## config.mk

```make
export PLATFORM = sky130hd
export DESIGN_NAME = utf8_stream_decoder
export DESIGN_NICKNAME = d
export VERILOG_FILES = /design/src/rtl/utf8_pkg.sv /design/src/rtl/utf8_stream_decoder.sv
export SDC_FILE = /design/constraint.sdc
export NUM_CORES = 1
export LEC_CHECK = 0
export BUFFER_PORTS_ARGS = -buffer_cell sky130_fd_sc_hd__buf_2
export CAP_MARGIN = 20
export CORE_MARGIN = 5
export CORE_UTILIZATION = 50
export CTS_CLUSTER_DIAMETER = 80
export DETAILED_ROUTE_END_ITERATION = 12
export GPL_TIMING_DRIVEN = 0
export PLACE_DENSITY = 0.72
export SETUP_SLACK_MARGIN = 0.5
export SYNTH_ARGS = -nofsm -noshare
export SYNTH_HDL_FRONTEND = slang
export SYNTH_SLANG_ARGS = --single-unit
```

## constraint.sdc

```tcl
create_clock -name clk -period 4.5 [get_ports clk]
set_input_delay 0.45 -clock clk [delete_from_list [all_inputs] [get_ports clk]]
set_output_delay 0.45 -clock clk [all_outputs]
set_load 0.05 [all_outputs]
```

## src/rtl/utf8_pkg.sv

```systemverilog
// shared constants and helper functions for the utf-8 stream decoder
`timescale 1ns / 1ps

package utf8_pkg;

  localparam int unsigned BYTE_W = 8;
  localparam int unsigned CP_W   = 21;
  localparam int unsigned DATA_W = 24;
  localparam int unsigned CNT_W  = 3;

  localparam logic [CP_W-1:0] REPLACEMENT = 21'h00FFFD;
  localparam logic [CP_W-1:0] MAX_CP      = 21'h10FFFF;
  localparam logic [CP_W-1:0] MIN_CP2     = 21'h000080;
  localparam logic [CP_W-1:0] MIN_CP3     = 21'h000800;
  localparam logic [CP_W-1:0] MIN_CP4     = 21'h010000;

  localparam logic [1:0] NEED_ONE   = 2'd1;
  localparam logic [1:0] NEED_TWO   = 2'd2;
  localparam logic [1:0] NEED_THREE = 2'd3;

  // continuation bytes that a lead byte asks for
  function automatic logic [1:0] needed_of(input logic [BYTE_W-1:0] lead);
    logic [1:0] need;
    if (lead[7:5] == 3'b110) begin
      need = NEED_ONE;
    end else if (lead[7:4] == 4'b1110) begin
      need = NEED_TWO;
    end else begin
      need = NEED_THREE;
    end
    return need;
  endfunction

  // overlong and out-of-range check on a completed sequence
  function automatic logic [CP_W-1:0] finish_value(input logic [1:0] need,
                                                   input logic [CP_W-1:0] cp);
    logic [CP_W-1:0] res;
    res = cp;
    unique case (need)
      NEED_ONE:   if (cp < MIN_CP2) res = REPLACEMENT;
      NEED_TWO:   if (cp < MIN_CP3) res = REPLACEMENT;
      default:    if (cp < MIN_CP4 || cp > MAX_CP) res = REPLACEMENT;
    endcase
    return res;
  endfunction

endpackage

```

## src/rtl/utf8_stream_decoder.sv

```systemverilog
// utf-8 byte stream to code point decoder, top level
//
//  channel | dir | tdata (low bit up)        | tlast        | tuser
//  s_*     | in  | byte_in[7:0]              | end_of_text  | -
//  m_*     | out | code_point[20:0], 3'b0    | last_of_run  | text_done
//
//  a byte is decoded in the cycle it is taken; its results sit in one output register
//  a byte with zero or one result allows a new byte every cycle while m_tready is high
//  a byte with n results holds the output for n transfers, input waits until the last
//  rst is synchronous and clears the sequence state and the output register's valid flag and count
//  s_tready follows m_tready combinationally while the last result of a byte is pending
`timescale 1ns / 1ps

module utf8_stream_decoder (
  input  logic        clk,
  input  logic        rst,
  input  logic        s_tvalid,
  output logic        s_tready,
  input  logic [7:0]  s_tdata,   // byte_in[7:0]
  input  logic        s_tlast,
  output logic        m_tvalid,
  input  logic        m_tready,
  output logic [23:0] m_tdata,   // code_point[20:0], zero pad[23:21]
  output logic        m_tlast,
  output logic        m_tuser    // text_done
);

  // sequence state
  logic [utf8_pkg::BYTE_W-1:0] held_lead;
  logic [utf8_pkg::CP_W-1:0]   partial_value;
  logic [1:0]                  held_cont;
  logic                        seq_open;

  logic [utf8_pkg::BYTE_W-1:0] held_lead_next;
  logic [utf8_pkg::CP_W-1:0]   partial_value_next;
  logic [1:0]                  held_cont_next;
  logic                        seq_open_next;

  // output register: results left and the value of the final one
  logic                        out_valid;
  logic [utf8_pkg::CNT_W-1:0]  remaining;
  logic [utf8_pkg::CP_W-1:0]   last_value;
  logic                        out_eot;

  logic [utf8_pkg::CNT_W-1:0]  count_next;
  logic [utf8_pkg::CP_W-1:0]   last_value_next;

  logic                        in_xfer;
  logic                        out_xfer;
  logic                        final_res;
  logic                        is_cont;
  logic [1:0]                  need;
  logic [utf8_pkg::CP_W-1:0]   shifted;
  logic [utf8_pkg::CNT_W-1:0]  base;

  assign final_res = (remaining == utf8_pkg::CNT_W'(1));
  assign out_xfer  = out_valid && m_tready;
  assign s_tready  = !out_valid || (m_tready && final_res);
  assign in_xfer   = s_tvalid && s_tready;

  assign is_cont = (s_tdata[7:6] == 2'b10);
  assign need    = utf8_pkg::needed_of(held_lead);
  assign shifted = {partial_value[utf8_pkg::CP_W-7:0], s_tdata[5:0]};
  assign base    = seq_open ? (utf8_pkg::CNT_W'(1) + {1'b0, held_cont}) : '0;

  always_comb begin
    held_lead_next     = held_lead;
    partial_value_next = partial_value;
    held_cont_next     = held_cont;
    seq_open_next      = seq_open;
    count_next         = '0;
    last_value_next    = utf8_pkg::REPLACEMENT;
    if (seq_open && is_cont) begin
      if (({1'b0, held_cont} + 3'd1) >= {1'b0, need}) begin
        count_next         = utf8_pkg::CNT_W'(1);
        last_value_next    = utf8_pkg::finish_value(need, shifted);
        held_lead_next     = '0;
        partial_value_next = '0;
        held_cont_next     = '0;
        seq_open_next      = 1'b0;
      end else if (s_tlast) begin
        // open at end of text: lead, every held continuation and this byte
        count_next         = {1'b0, held_cont} + utf8_pkg::CNT_W'(2);
        held_lead_next     = '0;
        partial_value_next = '0;
        held_cont_next     = '0;
        seq_open_next      = 1'b0;
      end else begin
        partial_value_next = shifted;
        held_cont_next     = held_cont + 2'd1;
      end
    end else begin
      // a broken sequence is flushed first, then the byte is parsed afresh
      held_lead_next     = '0;
      partial_value_next = '0;
      held_cont_next     = '0;
      seq_open_next      = 1'b0;
      count_next         = base;
      if (!s_tdata[7]) begin
        count_next      = base + utf8_pkg::CNT_W'(1);
        last_value_next = {13'd0, s_tdata};
      end else if (s_tdata[7:5] == 3'b110 || s_tdata[7:4] == 4'b1110 ||
                   s_tdata[7:3] == 5'b11110) begin
        if (s_tlast) begin
          count_next = base + utf8_pkg::CNT_W'(1);
        end else begin
          held_lead_next = s_tdata;
          seq_open_next  = 1'b1;
          if (s_tdata[7:5] == 3'b110) begin
            partial_value_next = {16'd0, s_tdata[4:0]};
          end else if (s_tdata[7:4] == 4'b1110) begin
            partial_value_next = {17'd0, s_tdata[3:0]};
          end else begin
            partial_value_next = {18'd0, s_tdata[2:0]};
          end
        end
      end else begin
        // stray continuation or lead from f8 up
        count_next = base + utf8_pkg::CNT_W'(1);
      end
    end
  end

  always_ff @(posedge clk) begin
    if (rst) begin
      held_lead     <= '0;
      partial_value <= '0;
      held_cont     <= '0;
      seq_open      <= 1'b0;
      out_valid     <= 1'b0;
      remaining     <= '0;
    end else begin
      if (in_xfer) begin
        held_lead     <= held_lead_next;
        partial_value <= partial_value_next;
        held_cont     <= held_cont_next;
        seq_open      <= seq_open_next;
        out_valid     <= (count_next != '0);
        remaining     <= count_next;
      end else if (out_xfer) begin
        remaining <= remaining - utf8_pkg::CNT_W'(1);
        out_valid <= !final_res;
      end
    end
  end

  always_ff @(posedge clk) begin
    if (in_xfer) begin
      last_value <= last_value_next;
      out_eot    <= s_tlast;
    end
  end

  assign m_tvalid = out_valid;
  assign m_tdata  = {3'd0, final_res ? last_value : utf8_pkg::REPLACEMENT};
  assign m_tlast  = final_res;
  assign m_tuser  = final_res && out_eot;

endmodule

```

## Word-level counts from Yosys, hierarchy flattened

Cells that the tools add are included.
W data, S select, Z words.

- Flip-flop bits (word level): 52
- Output and inout port bits: 28

- Reduce and logical (&&, ||, !) cells: 14
- Multiplexer cells: 44
- Equality and inequality tests: 10
- Magnitude comparators: 5
- Add/sub/neg operators: 5

Operator list:

| kind | number |
|---|---|
| $mux W21 | 6 |
| $mux W8 | 6 |
| $mux W15 | 3 |
| $pmux W21 S2 | 1 |
| $mux W3 | 9 |
| $gt A21 B21 Y1 const B | 1 |
| $lt A21 B12 Y1 const B | 1 |
| $lt A21 B17 Y1 const B | 1 |
| $lt A21 B8 Y1 const B | 1 |
| $mux W5 | 4 |
| $mux W16 | 1 |
| $mux W1 | 9 |
| $eq A4 B4 Y1 const B | 2 |
| $mux W2 | 4 |
| $eq A3 B3 Y1 const B | 2 |
| $eq A5 B5 Y1 const B | 1 |
| $logic_and A1 B1 Y1 | 5 |
| $eq A2 B2 Y1 const B | 2 |
| $logic_or A1 B1 Y1 | 4 |
| $mux W4 | 1 |
| $add A2 B1 Y3 const B | 1 |
| $add A2 B2 Y3 const B | 1 |
| $add A3 B1 Y3 const B | 1 |
| $eq A3 B1 Y1 const B | 1 |
| 9 further kinds | 10 |

## Logic depth before layout (Yosys ltp)

Gate-level depths: netlist (run 1).

- Depth in word-level cells: 9
- Mapped depth: 10
- Depth with buffers taken out: 9

## Least setup slack after synthesis (run 1)

No wires, ideal clock.

- Path type: register -> register
- Start point: register out_valid (netlist: m_tvalid)
- End point: register last_value[0] (netlist name) (enable)
- Data arrival time: 1.966 ns
- Stages on the path, launching flop included: 6
- Path buffers: 2
- Path slack: 2.139 ns
- Path through: dfxtp_1 > clkbuf_2 > nand2_2 > nand2_4 > inv_2 > clkbuf_1

- Word-level cells in the longest chain between the ends: 3

Ends and longest elaborated chain:

| what | RTL line | text |
|---|---|---|
| start: declaration | utf8_stream_decoder.sv:40 | `logic out_valid;` |
| start signal: assignment | utf8_stream_decoder.sv:138 | `out_valid <= (count_next != '0);` |
| start signal: assignment | utf8_stream_decoder.sv:142 | `out_valid <= !final_res;` |
| $logic_not A1 Y1 | utf8_stream_decoder.sv:58 | `assign s_tready = !out_valid \|\| (m_tready && final_res);` |
| $logic_or A1 B1 Y1 | utf8_stream_decoder.sv:58 |  |
| net s_tready | utf8_stream_decoder.sv:18 | `output logic s_tready,` |
| $logic_and A1 B1 Y1 | utf8_stream_decoder.sv:59 | `assign in_xfer = s_tvalid && s_tready;` |
| net in_xfer | utf8_stream_decoder.sv:48 | `logic in_xfer;` |
| end signal: assignment | utf8_stream_decoder.sv:149 | `last_value <= last_value_next;` |
| end: declaration | utf8_stream_decoder.sv:42 | `logic [utf8_pkg::CP_W-1:0] last_value;` |

The timed path passes the listed nets, and every way through them passes these cells.
A chain may end at the register's enable or synchronous reset.

## Worst setup path after layout (run 1)

- Start point: register remaining[1] (netlist name)
- End point: output m_tdata[20]

- Word-level cells in the longest chain between the ends: 2

Ends and longest elaborated chain:

| what | RTL line | text |
|---|---|---|
| start: declaration | utf8_stream_decoder.sv:41 | `logic [utf8_pkg::CNT_W-1:0] remaining;` |
| start signal: assignment | utf8_stream_decoder.sv:139 | `remaining <= count_next;` |
| start signal: assignment | utf8_stream_decoder.sv:141 | `remaining <= remaining - utf8_pkg::CNT_W'(1);` |
| $eq A3 B1 Y1 | utf8_stream_decoder.sv:56 | `assign final_res = (remaining == utf8_pkg::CNT_W'(1));` |
| $mux W21 | utf8_stream_decoder.sv:155 | `assign m_tdata = {3'd0, final_res ? last_value : utf8_pkg::REPLACEMENT};` |
| end: declaration | utf8_stream_decoder.sv:23 | `output logic [23:0] m_tdata,` |

No other way between the ends.

==> out/qor.csv, run 1 <==
metric,value,unit
clk_pin_slew,0.08,ns
grt_remaining_overflow,0,
post_cts_buffers,0,
clock-root-buffer,clkbuf_8,
synthXorXnorAreaFrac,1.082,%
cp_slowest_stage_delay,0.40,ns
fin_nets,306,
crit_type,register to output port,
max-cap-violations,0,
antenna_cells,0,
antenna_found_initial,0,
synthMuxAreaShare,1.236,%
finalCritPeriodShare,57.46,%
worst-path-buf-inv,3,
antenna_left,0,
ys_seq_elements,47,
fin_tns_setup,0,ns
synth_top_family_by_area,simple AND/OR/NAND/NOR gates,
seq_area_frac_synth,47.81,%
finalCriticalPeriod,2.586,ns
required,4.05,ns
num_vias,1813,
grt_pass1_vias,1712,
cts_tree,yes,
synthAdderAreaFrac,3.400,%
start_kind,register,
synth-edff-count,22,
die_h,79.70,um
gp_congestion,0.8114,
row_count,25,
fp.dieArea,0.006351,sq mm
post_cts_resized,0,
timing.fmax,386.8,MHz
die_w,79.70,um
grt_usage,16.57,%
leakagePower,1.096,nW
port_buffers,36,
wl_per_cell,13.89,um
synth_compound_gate_area_share,18.19,%
grt_max_degree,32,
wl,4.930,mm
setup_viol,0,
clock_path_buffers,2,
critical_path_arrival,2.14,ns
drc,0,
met3_usage,3.160,%
synth_flop_cell,dfxtp_1,
rsz0062_at_grt,no,
synth.most_common_cell,nand2_1,
synth_cells,242,
hpwl,3.601,mm
synthArstFlopShare,0,%
drt_pass1_iterations,4,
drive_gt1_share,25.35,%
placed_cell_area,0.002701,sq mm
hold_class,input pin to register,
ioPinCount,41,
worst_pin_slew,0.7002,ns
vias_per_cell,5.107,
grt_use_met2,27.80,%
htreeDepth,2,
grt_pass1_wl,8.197,mm
synth.distinct_cells,54,
synthToLayoutAreaGrowth,16.69,%
start_util,51.42,%
netlist_area,0.002429,sq mm
grt.busiest_layer,met2,
crit_slowest_cell,nor2b_1,
synth_top_area_cell,edfxtp_1,
use_met1,21.70,%
yosysTopAreaCellShare,27.20,%
hold_violations,0,
vdd.ir_drop.worst,0.0001396,V
slew_headroom,53.32,%
synth.avg_cell_area,10.04,sq um
p_per_area,361.3,mW/mm^2
critPathCaptureType,output port,
synth-simple-area-share,23.34,%
drt-initial-drc-count,121,
core,0.004723,sq mm
ys_warn_count,0,
fin_skew,0.005377,ns
finalMaxSlewViolations,0,
clk-insertion-delay-late,0.30,ns
status,"complete, no violations",
holdBufCountCts,0,
nFillCells,415,
design_area,0.002834,sq mm
synth_area_leaders,"edfxtp_1 27%, dfxtp_1 21%, nand2_1 5.4%",
numCtsBuffers,5,
yosys-top-cells-count,"35 x nand2_1, 25 x dfxtp_1, 22 x edfxtp_1",
cp_cell_sequence,inv_1 -> ha_1 -> nor2b_1 -> clkbuf_1 -> and2_1 -> buf_2,
clock-sinks,47,
path_max_fanout,10,
cp_top_family,buffers and inverters,
logic make-up after synthesis:
kind of cell	after synthesis
buf+inv	21
fa+ha+maj	6
flops	47
xor+xnor	3
other cells	1
simple gates	103
compound gates	58
mux	3
layer usage:
metal	vias up	part of all wire, %
met1	814	44
met3	4	6.3
met5	-	0
met2	59	49
met4	0	1.2
li1	936	-
state kept, by name (all words and copies together), names as in the netlist:
name and count:
remaining 3, m_tvalid 1, last_value 21, out_eot 1
held_cont 2, held_lead 4, partial_value 15
path summary, 6_finish.rpt:
path                                 start                            end  slack (ns)  cells past startpoint
min                                s_tlast              out_eot$_DFFE_PP_        0.41                      1
max reg2reg      held_lead[7]$_SDFFE_PP0P_      held_cont[0]$_SDFFE_PP0P_        1.92                      9
min reg2reg  partial_value[0]$_SDFFE_PP0P_  partial_value[0]$_SDFFE_PP0P_        0.48                      2
max              remaining[1]$_SDFFE_PP0P_                    m_tdata[20]        1.91                      6
report_power, final:
| part | total [mW] | internal [mW] | switching, mW | leakage, nW |
|---|---|---|---|---|
| Sequential | 0.477 | 0.468 | 0.00872 | 0.411 |
| Clock | 0.359 | 0.222 | 0.137 | 0.0654 |
| Combinational | 0.188 | 0.0540 | 0.134 | 0.619 |
cell type report:
cell class	instances	area (sq um)	area share, %
multi-input cells	176	1159	40.88
well taps	67	83.83	2.958
repair buffers	36	180.2	6.358
flip-flops and latches	47	1161	40.97
inverters	5	18.77	0.6623
clock buffers	6	72.57	2.561
plain buffers	16	98.84	3.488
clock inverters	2	60.06	2.119
layout by cell type (no fill, tap or decap), types with 5 or more instances in the layout:
master and n:
a21o_1 8, nand2b_1 16, and2_1 8, o21a_1 7, and3_1 6, nor2_1 9
buf_2 38, a21oi_2 9, clkbuf_8 5, dfxtp_1 25, ha_1 5, clkbuf_1 6
edfxtp_1 22, nand2_1 35, a21oi_1 12, buf_4 5
metrics by stage:
step / cells / total power [mW] / util, % / hold slack (ns) / setup slack, ns
finish: 355 / 1.024 / 60.00 / 0.4091 / 1.914
global route: 355 / 1.068 / 60.00 / 0.4111 / 1.677
CTS: 355 / 1.034 / 60.00 / 0.4001 / 1.874
detailed placement: 347 / 0.6764 / 57.19 / 0.4624 / 1.952
global placement: 347 / 0.6733 / 57.17 / 0.4582 / 1.936
floorplan: 244 / 0.6297 / - / 0.4453 / 2.139
worst reg2reg max path: stages (launching register included):
cell	delay, ns
dfxtp_1	0.31
buf_4	0.15
nand2_1	0.09
or2_2	0.29
fa_1	0.48
o31ai_4	0.43
o31a_1	0.32
or2_4	0.18
buf_6	0.16
nor2_1	0.06
Power figures use the tool's default switching activity.
==> inputs of run 2 (changes only) <==
--- a/config.mk
+++ b/config.mk
@@ -12,7 +12,7 @@
 export CTS_CLUSTER_DIAMETER = 80
 export DETAILED_ROUTE_END_ITERATION = 12
 export GPL_TIMING_DRIVEN = 0
-export PLACE_DENSITY = 0.72
+export PLACE_DENSITY = 0.75
 export SETUP_SLACK_MARGIN = 0.5
 export SYNTH_ARGS = -nofsm -noshare
 export SYNTH_HDL_FRONTEND = slang
==> constraint.sdc (replaced) <==
create_clock -name clk -period 2.34 [get_ports clk]
set_input_delay 0.234 -clock clk [delete_from_list [all_inputs] [get_ports clk]]
set_output_delay 0.234 -clock clk [all_outputs]
set_load 0.05 [all_outputs]
==> out/qor.csv, run 2 (same netlist as run 1, synthesis figures left out) <==
metric,value,unit,change
die_h,79.70,um,unchanged
clk-insertion-delay-late,0.30,ns,about the same
top_regs,"last_value x21, partial_value x15, held_lead x4",,
cts_tree,yes,,
fin_tns_setup,0,ns,unchanged
wl_per_cell,15.37,um,+11%
die_w,79.70,um,unchanged
core,0.004723,sq mm,unchanged
row_count,25,,unchanged
antenna_found_initial,0,,unchanged
critPathCaptureType,register,,
fp.dieArea,0.006351,sq mm,unchanged
leakagePower,1.302,nW,+19%
clock-root-buffer,clkbuf_8,,
r2r_cells,9,,unchanged
worst_pin_slew,0.6226,ns,-0.07758 ns
hold_violations,0,,unchanged
grt_remaining_overflow,0,,unchanged
largest_reg_flops,21,,unchanged
final_common_cell,nand2_1,,
start_util,51.42,%,unchanged
setup_viol,0,,unchanged
final_cell_count_no_fill,370,,+4.2%
gp_congestion,0.8449,,+4.1%
drt_pass1_iterations,4,,unchanged
clock_path_buffers,2,,unchanged
regToRegStartpoint,held_lead[7]$_SDFFE_PP0P_,,
wl,5.686,mm,+15%
hold_class,input pin to register,,
numCtsBuffers,5,,unchanged
finalMaxSlewViolations,0,,unchanged
required,2.58,ns,-1.47 ns
drt-initial-drc-count,211,,+74%
mostFrequentLayoutCells,"34 x nand2_1, 25 x buf_6, 22 x edfxtp_1",,
htreeDepth,2,,unchanged
ff2ff_setup_slack,0.03,ns,-1.89 ns
holdBufCountCts,0,,unchanged
finalPower,1.886,mW,+84%
vdd.ir_drop.worst,0.0002793,V,+100%
grt_usage,18.78,%,+2.2 points
hpwl,3.744,mm,+4.0%
cp-endpoint,partial_value[13]$_SDFFE_PP0P_,,
top_register,last_value,,
critical_path_arrival,2.55,ns,+0.41 ns
num_vias,1970,,+8.7%
fin_skew,0.008684,ns,+0.003306 ns
p_per_area,572.0,mW/mm^2,+58%
timing.fmax,433.1,MHz,
crit_path_start,held_lead[7]$_SDFFE_PP0P_,,
drive_gt1_share,42.57,%,+17 points
r2r-end,partial_value[13]$_SDFFE_PP0P_,,
crit_type,register to register,,
finalCriticalPeriod,2.309,ns,
finalCritPeriodShare,98.66,%,
grt_max_degree,32,,unchanged
start_kind,register,,
max-cap-violations,0,,unchanged
status,"complete, no violations",,
antenna_cells,0,,unchanged
clock-sinks,47,,unchanged
rsz0062_at_grt,yes,,
clk_pin_slew,0.08,ns,about the same
antenna_left,0,,unchanged
drc,0,,unchanged
synthToLayoutAreaGrowth,35.75,%,
grt_pass1_wl,9.246,mm,+13%
vias_per_cell,5.324,,+4.3%
ioPinCount,41,,unchanged
placed_cells,347,,unchanged
grt_pass1_vias,1824,,+6.5%
port_buffers,36,,unchanged
path_max_fanout,5,,-5
fin_nets,321,,+4.9%
slew_headroom,58.49,%,+5.2 points
## run 2: changes by cell type in the layout (fill, tap and decap cells not counted), sizes merged
cell,change
bufinv,-2
clkbuf,-2
clkinv,+2
clkinvlp,+1
buf,+16
## run 2: area by class of cell
type                       instances  area (sq um)
fill                             359          1426
multi-input combinational        176          1346
sequential                        47          1167
timing repair buffer              51         454.2
buffer                            16         140.1
tap                               67         83.83
clock buffer                       5         68.82
inverter                           5         21.27
clock inverter                     3         15.01
## run 2: critical path: stages, from the launching register on
cell	delay, ns
dfxtp_2	0.33
buf_6	0.09
nand2_4	0.04
or2_4	0.22
fa_1	0.53
o31ai_4	0.09
o31a_1	0.37
or2_4	0.33
buf_8	0.15
a21oi_2	0.09
## run 2: timing repair
| action | 4_1_cts | 5_1_grt |
|---|---|---|
| resized for setup | 66 | 19 |
| setup endpoints to repair | 66 | 86 |
| endpoints found under the hold margin | 0 | 0 |
| setup buffers | 10 | 2 |
| pin swaps | 18 | 10 |
| cloned | 2 | 1 |
## run 2: worst min-delay path by stage
stage | from | endpoint | slack, ns | cells after the start
2_1_floorplan | s_tlast | out_eot$_DFFE_PP_ | 0.33 | 0
3_3_place_gp | partial_value[0]$_SDFFE_PP0P_ | partial_value[0]$_SDFFE_PP0P_ | 0.46 | 2
3_5_place_dp | partial_value[0]$_SDFFE_PP0P_ | partial_value[0]$_SDFFE_PP0P_ | 0.46 | 2
4_1_cts | s_tdata[0] | last_value[0]$_DFFE_PP_ | 0.20 | 2
5_1_grt | s_tdata[2] | partial_value[2]$_SDFFE_PP0P_ | 0.21 | 3
6_report | s_tdata[0] | partial_value[0]$_SDFFE_PP0P_ | 0.20 | 3
## run 2: report_power, final
part / internal, mW / leakage (nW) / total, mW / switching, mW
clock network: 0.203 / 0.0392 / 0.469 / 0.265
logic: 0.194 / 0.849 / 0.494 / 0.300
registers: 0.902 / 0.413 / 0.923 / 0.0216
total: 1.30 / 1.30 / 1.89 / 0.587
## run 2: routing by layer
metal  GRT usage, %  vias to the layer above  share of wire (%)
li1               -                      969                  -
met1          24.37                      949                 45
met2          31.97                       47                 50
met3          3.386                        5                4.0
met4          5.155                        0               0.79
met5              0                        -                  0
## run 2: per-stage QoR
step | cell area (sq um) | hold slack (ns) | setup WS, ns | utilization (%)
6_report | 3297 | 0.1984 | 0.03129 | 69.80
5_1_grt | 3297 | 0.2129 | -0.03553 | 69.80
4_1_cts | 3172 | 0.2026 | -0.004791 | 67.15
3_5_place_dp | 2730 | 0.4627 | -0.07707 | 57.80
3_3_place_gp | 2730 | 0.4591 | -0.05836 | 57.80
2_1_floorplan | 2466 | 0.3329 | 0.1306 | -
